--- src/rtl/assert_macros.svh ---
// assertion macros for the rtl files, included by the controller
`ifndef ASSERT_MACROS_SVH
`define ASSERT_MACROS_SVH
`ifndef ASSERT_OFF
`define ASSERT_IMPL(label, clk, rst_n, expr) \
  label: assert property (@(posedge clk) disable iff (!rst_n) expr) else $error("assert failed");
`define ASSERT_NEVER(label, clk, rst_n, expr) \
  label: assert property (@(posedge clk) disable iff (!rst_n) !(expr)) else $error("never failed");
`else
`define ASSERT_IMPL(label, clk, rst_n, expr)
`define ASSERT_NEVER(label, clk, rst_n, expr)
`endif
`endif

--- src/rtl/pba_pkg.sv ---
// shared types and constants of the page bitmap allocator
package pba_pkg;
  localparam int NUM_PAGES = 4096;
  localparam int WORD_BITS = 32;
  localparam int NUM_WORDS = NUM_PAGES / WORD_BITS;
  localparam int WADDR_W   = 7;
  localparam int WCNT_W    = 8;
  localparam int PAGE_W    = 12;
  localparam int COUNT_W   = 13;

  typedef enum logic [1:0] {
    MODE_ALLOC     = 2'd0,
    MODE_FREE      = 2'd1,
    MODE_MARK_USED = 2'd2,
    MODE_MARK_FREE = 2'd3
  } mode_t;

  typedef enum logic [1:0] {
    ST_DONE    = 2'd0,
    ST_NOFIT   = 2'd1,
    ST_IGNORED = 2'd2
  } status_t;

  // commands from controller to datapath
  typedef struct packed {
    logic load;      // capture request, reset scan
    logic rd;        // issue word read at addr
    logic scan;      // evaluate one 8-bit slice of the read word for alloc
    logic wr;        // write back modified word
    logic adv_word;  // advance word address
    logic set_bits;  // write value is set (else clear)
  } pba_cmd_t;

  // status from datapath to controller
  typedef struct packed {
    logic found;      // alloc run complete in current slice
    logic last_chunk; // current slice is the last one to scan in this word
    logic last_word;  // current word is last in use
    logic no_words;   // zero words in use
    logic run_done;   // set/clear run finished
    logic bad_page;   // mark or free rejected
    logic count_zero;
  } pba_stat_t;
endpackage

--- src/rtl/pba_ctrl.sv ---
// controller state machine of the page bitmap allocator
`include "assert_macros.svh"
module pba_ctrl (
  input  logic                clk,
  input  logic                rst_n,
  input  logic                in_valid,
  output logic                in_ready,
  input  logic [1:0]          mode,
  output logic                out_valid,
  input  logic                out_ready,
  output pba_pkg::status_t    status,
  output pba_pkg::pba_cmd_t   cmd,
  output logic                res_alloc,
  input  pba_pkg::pba_stat_t  st
);
  typedef enum logic [6:0] {
    S_IDLE  = 7'b0000001,
    S_CHECK = 7'b0000010,
    S_SRD   = 7'b0000100,
    S_SEVAL = 7'b0001000,
    S_WRD   = 7'b0010000,
    S_WWR   = 7'b0100000,
    S_OUT   = 7'b1000000
  } state_t;

  state_t state_r, state_nxt;
  pba_pkg::status_t status_r, status_nxt;
  logic alloc_r, alloc_nxt, set_r, set_nxt;

  assign in_ready  = (state_r == S_IDLE);
  assign out_valid = (state_r == S_OUT);
  assign status    = status_r;
  assign res_alloc = alloc_r;

  // next state and commands
  always_comb begin
    state_nxt  = state_r;
    status_nxt = status_r;
    alloc_nxt  = alloc_r;
    set_nxt    = set_r;
    cmd        = '0;
    cmd.set_bits = set_r;
    unique case (state_r)
      S_IDLE: begin
        if (in_valid) begin
          cmd.load  = 1'b1;
          alloc_nxt = (mode == pba_pkg::MODE_ALLOC);
          set_nxt   = (mode == pba_pkg::MODE_ALLOC) || (mode == pba_pkg::MODE_MARK_USED);
          state_nxt = S_CHECK;
        end
      end
      S_CHECK: begin
        status_nxt = pba_pkg::ST_DONE;
        if (alloc_r) begin
          if (st.count_zero) begin
            status_nxt = pba_pkg::ST_IGNORED;
            state_nxt  = S_OUT;
          end else if (st.no_words) begin
            status_nxt = pba_pkg::ST_NOFIT;
            state_nxt  = S_OUT;
          end else begin
            cmd.rd    = 1'b1;
            state_nxt = S_SRD;
          end
        end else if (st.bad_page) begin
          status_nxt = pba_pkg::ST_IGNORED;
          state_nxt  = S_OUT;
        end else if (st.run_done) begin
          state_nxt = S_OUT;
        end else begin
          cmd.rd    = 1'b1;
          state_nxt = S_WRD;
        end
      end
      S_SRD: state_nxt = S_SEVAL;
      // one slice per cycle until a hit or the end of the word
      S_SEVAL: begin
        cmd.scan = 1'b1;
        if (st.found) begin
          state_nxt = S_CHECK;
          alloc_nxt = 1'b0;
        end else if (st.last_chunk) begin
          if (st.last_word) begin
            status_nxt = pba_pkg::ST_NOFIT;
            state_nxt  = S_OUT;
          end else begin
            cmd.adv_word = 1'b1;
            cmd.rd       = 1'b1;
            state_nxt    = S_SRD;
          end
        end
      end
      S_WRD: state_nxt = S_WWR;
      S_WWR: begin
        cmd.wr    = 1'b1;
        state_nxt = S_CHECK;
      end
      S_OUT: begin
        if (out_ready) state_nxt = S_IDLE;
      end
      default: state_nxt = S_IDLE;
    endcase
  end

  // state registers
  always_ff @(posedge clk) begin
    if (!rst_n) begin
      state_r  <= S_IDLE;
      status_r <= pba_pkg::ST_DONE;
      alloc_r  <= 1'b0;
      set_r    <= 1'b0;
    end else begin
      state_r  <= state_nxt;
      status_r <= status_nxt;
      alloc_r  <= alloc_nxt;
      set_r    <= set_nxt;
    end
  end

  `ASSERT_IMPL(a_out_hold, clk, rst_n, (out_valid && !out_ready) |=> out_valid)
  `ASSERT_NEVER(a_no_ready_busy, clk, rst_n, in_ready && out_valid)
  `ASSERT_IMPL(a_wr_after_rd, clk, rst_n, cmd.wr |-> $past(state_r == S_WRD))
endmodule

--- config.mk ---
export PLATFORM = sky130hd
export DESIGN_NAME = pba_ctrl
export DESIGN_NICKNAME = d
export VERILOG_FILES = /design/src/rtl/pba_pkg.sv /design/src/rtl/pba_ctrl.sv
export VERILOG_INCLUDE_DIRS = /design/src /design/src/rtl
export SDC_FILE = /design/constraint.sdc
export NUM_CORES = 1
export LEC_CHECK = 0
export BUFFER_PORTS_ARGS = -buffer_cell sky130_fd_sc_hd__buf_4
export CAP_MARGIN = 0
export CORE_ASPECT_RATIO = 0.75
export CORE_MARGIN = 8
export CORE_UTILIZATION = 33
export DETAILED_ROUTE_END_ITERATION = 10
export HOLD_SLACK_MARGIN = 0.1
export PLACE_DENSITY_LB_ADDON = 0.05
export SETUP_SLACK_MARGIN = 0.5
export SLEW_MARGIN = 40
export SYNTH_ARGS = -nofsm -noshare
export SYNTH_HDL_FRONTEND = slang
export SYNTH_SLANG_ARGS = --single-unit
--- constraint.sdc ---
create_clock -name clk -period 1.6 [get_ports clk]
set_input_delay 0.08 -clock clk [delete_from_list [all_inputs] [get_ports clk]]
set_output_delay 0.08 -clock clk [all_outputs]
set_load 0.005 [all_outputs]
==> results of run 1 <==
==> power groups by stage <==
stage	sequential [W]	combinational [W]	clock, W
4_1_cts	0.000365	0.000915	0.000197
3_3_place_gp	0.000357	0.000697	0
6_report	0.000363	0.000955	0.000188
2_1_floorplan	0.000349	0.000455	0
3_5_place_dp	0.000359	0.000703	0
5_1_grt	0.000368	0.00103	0.000203
==> final timing paths <==
path	from	slack, ns	depth (start not counted)	endpoint
max	state_r[0]	-0.38	6	cmd[4]
min reg2reg	status[0]	0.54	2	status[0]
min	out_ready	0.13	3	state_r[6]
max reg2reg	state_r[0]	-0.35	6	status[1]
==> state kept, by name, indices dropped and copies added, names as in the netlist <==
signal     flops
state_r        7
status         2
res_alloc      1
set_r          1
==> per-layer routing <==
metal | global-route usage, % | vias to the layer above | share of wire [%]
li1 | - | 431 | -
met1 | 13.8 | 388 | 46
met2 | 19.3 | 19 | 46
met3 | 6.12 | 4 | 7.0
met4 | 2.65 | 0 | 0.94
met5 | 0 | - | 0
==> kinds of logic (layout without fill, tap and decap cells) <==
logic type                count (synthesis)  count (layout)  share of synthesized area [%]
AOI/OAI and AO/OA                        16              16                           16.9
xor gates and xnor gates                  2               2                           2.32
buffers and inverters                    10              63                           6.79
DFF                                      11              11                           29.1
muxes                                     2               2                           2.65
and+or+nand+nor                          45              45                           42.2
==> cells in the mapped netlist (2+ instances only) <==
| master | instances | area share [%] |
|---|---|---|
| sky130_fd_sc_hd__inv_1 | 5 | 2.5 |
| sky130_fd_sc_hd__and2_1 | 2 | 1.7 |
| sky130_fd_sc_hd__and3_1 | 2 | 1.7 |
| sky130_fd_sc_hd__nand2_1 | 2 | 0.99 |
| sky130_fd_sc_hd__mux2i_1 | 2 | 2.6 |
| sky130_fd_sc_hd__a31oi_1 | 3 | 2.5 |
| sky130_fd_sc_hd__dfxtp_1 | 11 | 29 |
| sky130_fd_sc_hd__nor2_1 | 9 | 4.5 |
| sky130_fd_sc_hd__nor4_1 | 3 | 2.5 |
| sky130_fd_sc_hd__nand2b_1 | 3 | 2.5 |
| sky130_fd_sc_hd__nand3_1 | 2 | 1.3 |
| sky130_fd_sc_hd__buf_2 | 2 | 1.3 |
| sky130_fd_sc_hd__or4b_4 | 2 | 3.6 |
| sky130_fd_sc_hd__nor3_1 | 5 | 3.3 |
==> area by class of cell <==
| class | count | area (um^2) | area share [%] |
|---|---|---|---|
| tap | 25 | 31.3 | 2.29 |
| clock buffer | 4 | 26.3 | 1.92 |
| multi-input combinational | 65 | 584 | 42.7 |
| timing repair buffer | 54 | 477 | 34.9 |
| sequential | 11 | 230 | 16.8 |
| inverter | 5 | 18.8 | 1.37 |
==> critical path, cell delays in order (launching register included) <==
cell and delay (ns):
sky130_fd_sc_hd__dfxtp_2 0.33, sky130_fd_sc_hd__nor4_4 0.29, sky130_fd_sc_hd__or4b_4 0.51, sky130_fd_sc_hd__buf_6 0.14, sky130_fd_sc_hd__nor3_4 0.11, sky130_fd_sc_hd__o21bai_1 0.12
sky130_fd_sc_hd__buf_4 0.13
==> per-stage QoR <==
step / setup WS, ns / power (W) / area (um^2) / instances / setup TNS [ns]
floorplan: -0.218 / 0.000804 / 766 / 86 / -1.18
global placement: -0.241 / 0.00105 / 1070 / 147 / -1.45
detailed placement: -0.284 / 0.00106 / 1070 / 147 / -1.66
CTS: -0.396 / 0.00148 / 1320 / 162 / -2.49
global route: -0.458 / 0.00161 / 1370 / 164 / -3.50
finish: -0.376 / 0.00151 / 1370 / 164 / -2.74
==> what timing repair did <==
item | CTS | global route
hold buffers | 3 | 0
resized for setup | 33 | 7
buffers inserted | 8 | 2
pin swaps | 10 | 7
setup endpoints to repair | 18 | 18
hold endpoints to repair | 2 | 0
==> reports/metrics.yaml, run 1 <==
global_route:
  gr_usage_total_pct: 12.0
  grt_antenna_before_repair: 0
  via_count_of_the_first_global_routing_pass: 839
  gr-total-overflow: 0
  grt_start_max_net_pins: 12
  grt_first_pass_wirelength_um: 3970
cells_and_area:
  final_util_pct: 61.2
  fillCellCount: 211
  layout.cells.most_common_list: "34 x sky130_fd_sc_hd__buf_4, 17 x sky130_fd_sc_hd__buf_6, 8 x sky130_fd_sc_hd__nor2_1"
  final_layout_size_suffix_gt1_share_pct: 59.7
  diodes: 0
  area_growth_syn_to_layout_pct: 81.0
  layout.nets: 153
  layout.cells.most_common: "sky130_fd_sc_hd__buf_4"
floorplan:
  i_o_pins: 24
  dieArea_um2: 4090
  core_area_um2: 2230
  placement_rows: 15
  chipWidth_um: 71.3
  initial_core_util_pct: 33.8
  die-height_um: 57.4
synth:
  syn-cell-area_um2: 756
  post_synth_num_cell_types: 47
  synth-seq-cells: 11
  synth-main-ff-cell: "sky130_fd_sc_hd__dfxtp_1"
  synth_async_sr_flop_share_pct: 0
  synthesis.instances: 86
  yosys_warnings: 0
  synth_edf_count: 0
  synthesis.area_per_instance_um2: 8.79
  yosysSeqAreaShare_pct: 29.1
  syn_nets: 99
cts:
  tritoncts_clock_tree: "done"
  cts_inserted_buffers: 3
  clkSlewWorstSetupHoldPaths_ns: 0.07
  clock_insertion_delay_worst_skew_ns: 0.26
  clock_tree.root_cell: "sky130_fd_sc_hd__clkbuf_4"
  cts_max_level: 1
  clock_sinks: 11
  clock_path_buffers: 2
drt:
  dr_total_vias: 842
  dr.pass1.iters: 2
  via_per_inst: 5.13
  route.detailed.drc: 0
  route.detailed.wl_per_inst_um: 14.8
  routed_wirelength_um: 2430
  postRouteAntennaNets: 0
  initialDrtViolationCount: 54
sta:
  final-max-slew-violation-count: 0
  holdWs_ns: 0.129
  timing.final.ws_setup_ns: -0.376
  finalWorstPathRequiredPeriod_ns: 1.98
  layout_worst_path_cycle_share_pct: 123
  setup_viol: 11
  clock-skew-final_ns: 0.000734
  maxSlewHeadroom_pct: 73.4
  grt_setup_unrepaired: "yes"
  final-hold-violation-count: 0
  max_freq_ghz: 0.506
  worst_slew_pin_slew_ns: 0.393
power_and_ir_drop:
  comb_power_share_pct: 63.4
  switching_power_w: 0.000525
  leakagePower_nw: 0.589
  worst_ir_drop_vdd_mv: 0.500
  power.share.clock_pct: 12.5
  p_int_w: 0.000981
  sw_frac_of_total_pct: 34.9
  power.share.sequential_pct: 24.1
  pwr_density_cell_nw_per_um2: 1100
worst_setup_path:
  timing.setup.critical_path_class: "reg2out"
  required_time_worst_endpoint_ns: 1.52
  path_max_fanout: 2
  crit_arrival_ns: 1.90
  endpoint_kind: "primary output"
  timing.critical_path.from_type: "flip-flop"
hold_path:
  worstHoldPathType: "in2reg"
flow_run:
  max-cap-violations: 0
run_status:
  outcome: "finished, violations left"
  failed_checks: "setup timing"
placed_design:
  dp.final_hpwl_um: 1720
  place_congestion: 0.787
  port_buffers: 23
No activity file was read; power rests on OpenSTA's default activity.
==> run 2, diff against run 1 <==
--- a/config.mk
+++ b/config.mk
@@ -15,6 +15,7 @@
 export HOLD_SLACK_MARGIN = 0.1
 export PLACE_DENSITY_LB_ADDON = 0.05
 export SETUP_SLACK_MARGIN = 0.5
+export SKIP_CTS_REPAIR_TIMING = 1
 export SLEW_MARGIN = 40
 export SYNTH_ARGS = -nofsm -noshare
 export SYNTH_HDL_FRONTEND = slang
==> reports/metrics.yaml, run 2 (synthesis results as in run 1) <==
run_status:
  outcome: "finished, violations left"
  failed_checks: "setup timing"
cells_and_area:
  final_layout_size_suffix_gt1_share_pct: 56.2
  final-seq-area_um2: 230
  layout.nets: 151
  max_ffs_per_register: 7
  area_growth_syn_to_layout_pct: 73.0
  diodes: 0
  max_flop_register: "state_r"
  fillCellCount: 219
  multiInputGateArea_um2: 562
  layout.cells.most_common_list: "38 x sky130_fd_sc_hd__buf_4, 11 x sky130_fd_sc_hd__buf_6, 8 x sky130_fd_sc_hd__nor2_1"
  layout.cells.most_common: "sky130_fd_sc_hd__buf_4"
  final_util_pct: 58.5
sta:
  clock-skew-final_ns: 0.00503
  setup_viol: 11
  finalWorstPathRequiredPeriod_ns: 2.03
  worst_slew_pin_slew_ns: 0.385
  layout_worst_path_cycle_share_pct: 127
  final-max-slew-violation-count: 0
  holdWs_ns: 0.130
  final-hold-violation-count: 0
  max_freq_ghz: 0.494
  maxSlewHeadroom_pct: 74.0
  grt_setup_unrepaired: "yes"
  timing.final.ws_setup_ns: -0.426
worst_setup_path:
  endpoint_kind: "primary output"
  timing.setup.critical_path_class: "reg2out"
  required_time_worst_endpoint_ns: 1.52
  timing.critical_path.from_type: "flip-flop"
  crit_arrival_ns: 1.95
  path_max_fanout: 3
cts:
  tritoncts_clock_tree: "done"
  clock_insertion_delay_worst_skew_ns: 0.27
  clock_path_buffers: 2
  cts_max_level: 1
  clock_tree.root_cell: "sky130_fd_sc_hd__clkbuf_4"
  cts_inserted_buffers: 3
  clock_sinks: 11
  clkSlewWorstSetupHoldPaths_ns: 0.07
floorplan:
  placement_rows: 15
  initial_core_util_pct: 33.8
  core_area_um2: 2230
  die-height_um: 57.4
  i_o_pins: 24
  chipWidth_um: 71.3
  dieArea_um2: 4090
drt:
  route.detailed.wl_per_inst_um: 14.8
  initialDrtViolationCount: 29
  route.detailed.drc: 0
  routed_wirelength_um: 2390
  via_per_inst: 5.10
  postRouteAntennaNets: 0
  dr_total_vias: 827
  dr.pass1.iters: 4
global_route:
  grt_start_max_net_pins: 12
  grt_antenna_before_repair: 0
  grt_first_pass_wirelength_um: 3500
  via_count_of_the_first_global_routing_pass: 758
  gr_usage_total_pct: 10.6
  gr-total-overflow: 0
placed_design:
  port_buffers: 23
  placement.setup.worst_slack_ns: -0.284
  dp.final_hpwl_um: 1720
  place_congestion: 0.787
power_and_ir_drop:
  pwr_density_cell_nw_per_um2: 1120
  leakagePower_nw: 0.565
  worst_ir_drop_vdd_mv: 0.477
hold_path:
  worstHoldPathType: "in2reg"
flow_run:
  max-cap-violations: 0
run 2: cell types whose count changed in the layout (fill, tap and decap cells not counted), sizes merged:
cell / previous run / this run
buf: 51 / 49
run 2: where the power goes:
group | internal, W | leakage [nW] | switching [W] | total, W
Clock | 0.0000965 | 0.0150 | 0.0000945 | 0.000191
Combinational | 0.000527 | 0.459 | 0.000370 | 0.000898
Sequential | 0.000324 | 0.0919 | 0.0000454 | 0.000370
run 2: per-layer routing:
layer	track usage, %	share of wire, %
met5	0	0
met4	1.77	0.54
met3	5.42	6.8
met2	15.9	47
met1	13.1	46
run 2: path summary, 6_finish.rpt:
check	depth (start not counted)	startpoint	end	slack, ns
max reg2reg	6	state_r[1]	status[1]	-0.41
min reg2reg	2	status[0]	status[0]	0.54
min	3	mode[0]	set_r	0.13
max	6	state_r[1]	cmd[4]	-0.43
run 2: layout make-up:
| cell class | instances | share of cell area, % |
|---|---|---|
| Tap cell | 25 | 2.39 |
| Timing Repair Buffer | 52 | 33.6 |
| Multi-Input combinational cell | 65 | 43.0 |
| Clock buffer | 4 | 2.01 |
| Sequential cell | 11 | 17.6 |
| Inverter | 5 | 1.44 |
run 2: worst max-delay path, stage by stage, from the launching register on:
cell and delay, ns:
sky130_fd_sc_hd__dfxtp_4 0.36, sky130_fd_sc_hd__nor4_4 0.29, sky130_fd_sc_hd__or4b_4 0.52, sky130_fd_sc_hd__buf_6 0.15
sky130_fd_sc_hd__nor3_4 0.11, sky130_fd_sc_hd__o21bai_1 0.12, sky130_fd_sc_hd__buf_4 0.13
run 2: per-stage QoR:
stage	cells	instance area (um^2)	setup TNS, ns	total power [W]
final	162	1310	-2.93	0.00146
after detailed placement	147	1070	-1.66	0.00106
after floorplan	86	766	-1.18	0.000804
after global placement	147	1070	-1.45	0.00105
after CTS	151	1100	-2.66	0.00125
after global routing	162	1310	-3.73	0.00156
==> run 3, diff against run 2 <==
--- a/config.mk
+++ b/config.mk
@@ -9,7 +9,7 @@
 export BUFFER_PORTS_ARGS = -buffer_cell sky130_fd_sc_hd__buf_4
 export CAP_MARGIN = 0
 export CORE_ASPECT_RATIO = 0.75
-export CORE_MARGIN = 8
+export CORE_MARGIN = 3
 export CORE_UTILIZATION = 33
 export DETAILED_ROUTE_END_ITERATION = 10
 export HOLD_SLACK_MARGIN = 0.1
==> reports/metrics.yaml, run 3 (synthesis results as in run 1) <==
worst_setup_path:
  reg2reg_from: "state_r[5]"
  worst-r2r-setup-slack_ns: -0.20
  endpoint_kind: "primary output"
  worst-r2r-cell-count: 5
  timing.setup.critical_path_class: "reg2out"
  worst_path_max_delay_cell: "sky130_fd_sc_hd__or4b_4"
  required_time_worst_endpoint_ns: 1.52
  crit_path_cell_trace: "nor4_4 -> or4b_4 -> buf_6 -> nor3_4 -> o21bai_1 -> buf_4"
  timing.critical_path.from_type: "flip-flop"
  path_max_fanout: 3
  crit_path_max_incr_delay_ns: 0.52
  crit_arrival_ns: 1.90
  worstReg2RegEnd: "status[1]"
drt:
  postRouteAntennaNets: 0
  via_per_inst: 5.25
  route.detailed.drc: 0
  routed_wirelength_um: 2220
  dr.pass1.iters: 4
  dr_total_vias: 840
  initialDrtViolationCount: 16
  route.detailed.wl_per_inst_um: 13.9
cells_and_area:
  fillCellCount: 183
  layout.nets: 150
  final_layout_size_suffix_gt1_share_pct: 54.4
  diodes: 0
  layout.cells.most_common_list: "37 x sky130_fd_sc_hd__buf_4, 11 x sky130_fd_sc_hd__buf_6, 7 x sky130_fd_sc_hd__nor2_1, 7 x sky130_fd_sc_hd__dfxtp_1, 5 x sky130_fd_sc_hd__inv_1"
  area_growth_syn_to_layout_pct: 71.7
  layout.cells.most_common: "sky130_fd_sc_hd__buf_4"
  max_ffs_per_register: 7
  max_flop_register: "state_r"
  final_util_pct: 62.2
run_status:
  outcome: "finished, violations left"
  failed_checks: "setup timing"
floorplan:
  chipWidth_um: 61.3
  i_o_pins: 24
  die-height_um: 47.4
  core_area_um2: 2080
  placement_rows: 14
  initial_core_util_pct: 36.3
  dieArea_um2: 2910
sta:
  layout_worst_path_cycle_share_pct: 124
  max_freq_ghz: 0.505
  maxSlewHeadroom_pct: 74.7
  worst_slew_pin_slew_ns: 0.374
  final-hold-violation-count: 0
  final-max-slew-violation-count: 0
  finalWorstPathRequiredPeriod_ns: 1.98
  grt_setup_unrepaired: "yes"
  clock-skew-final_ns: 0.00118
  setup_viol: 13
  setup-tns-final_ns: -2.06
  timing.final.ws_setup_ns: -0.380
power_and_ir_drop:
  worst_ir_drop_vdd_mv: 0.585
  leakagePower_nw: 0.574
  totalPowerFinal_w: 0.00143
  pwr_density_cell_nw_per_um2: 1100
cts:
  clock_insertion_delay_worst_skew_ns: 0.27
  cts_max_level: 1
  cts_inserted_buffers: 3
  clock_path_buffers: 2
  tritoncts_clock_tree: "done"
  clock_sinks: 11
  clkSlewWorstSetupHoldPaths_ns: 0.07
  clock_tree.root_cell: "sky130_fd_sc_hd__clkbuf_4"
global_route:
  gr-usage-met3_pct: 4.04
  grt_start_max_net_pins: 12
  grt_util_met1_pct: 23.7
  grt_antenna_before_repair: 0
  globalRoute.busiestLayer: "met1"
  gr_usage_total_pct: 15.6
  gr-total-overflow: 0
  via_count_of_the_first_global_routing_pass: 689
  met2_usage_pct: 21.5
  grt_first_pass_wirelength_um: 3260
placed_design:
  dp.final_hpwl_um: 1630
  port_buffers: 23
  placement.setup.worst_slack_ns: -0.246
  place_congestion: 0.762
hold_path:
  worst_min_delay_path_endpoint: "set_r"
  worstHoldPathType: "in2reg"
  holdCritStartpoint: "mode[0]"
  worst_hold_path_stage_count: 3
flow_run:
  max-cap-violations: 0
## run 3: worst max path at each step
stage               slack, ns    endpoint  depth (start not counted)        from
floorplan               -0.22  state_r[5]                          5  state_r[1]
global placement        -0.17  state_r[5]                          4  state_r[4]
detailed placement      -0.25   status[1]                          5  state_r[4]
CTS                     -0.49      cmd[4]                          6  state_r[4]
global route            -0.49      cmd[4]                          6  state_r[5]
finish                  -0.38      cmd[4]                          6  state_r[5]
## run 3: per-stage QoR
stage / cells / instance area [um^2] / hold slack [ns]
final: 160 / 1300 / 0.111
after global routing: 160 / 1300 / 0.124
after CTS: 150 / 1100 / -0.0147
after floorplan: 86 / 766 / 0.156
after detailed placement: 146 / 1070 / 0.273
after global placement: 146 / 1070 / 0.265
## run 3: cell type report
cell class                 count  area [um^2]  share of cell area, %
timing repair buffer          51          432                   33.3
clock buffer                   4         26.3                   2.03
sequential                    11          228                   17.6
tap                           24         30.0                   2.31
multi-input combinational     65          563                   43.4
inverter                       5         18.8                   1.45
## run 3: layer usage
layer,share of wire [%],wire length [um]
met5,0,0
met4,0.95,21
met3,5.5,123
met2,43,944
met1,51,1130
## run 3: critical path, delay by kind of cell, from the launching register on
family / cells / cell delay [ns]
simple gates: 3 / 0.90
buf+inv: 2 / 0.27
flops: 1 / 0.34
compound gates: 1 / 0.13
## run 3: power by group
| group | switching, W | internal (W) | total (W) |
|---|---|---|---|
| logic | 0.000354 | 0.000513 | 0.000867 |
| registers | 0.0000517 | 0.000319 | 0.000371 |
| clock network | 0.0000932 | 0.0000965 | 0.000190 |
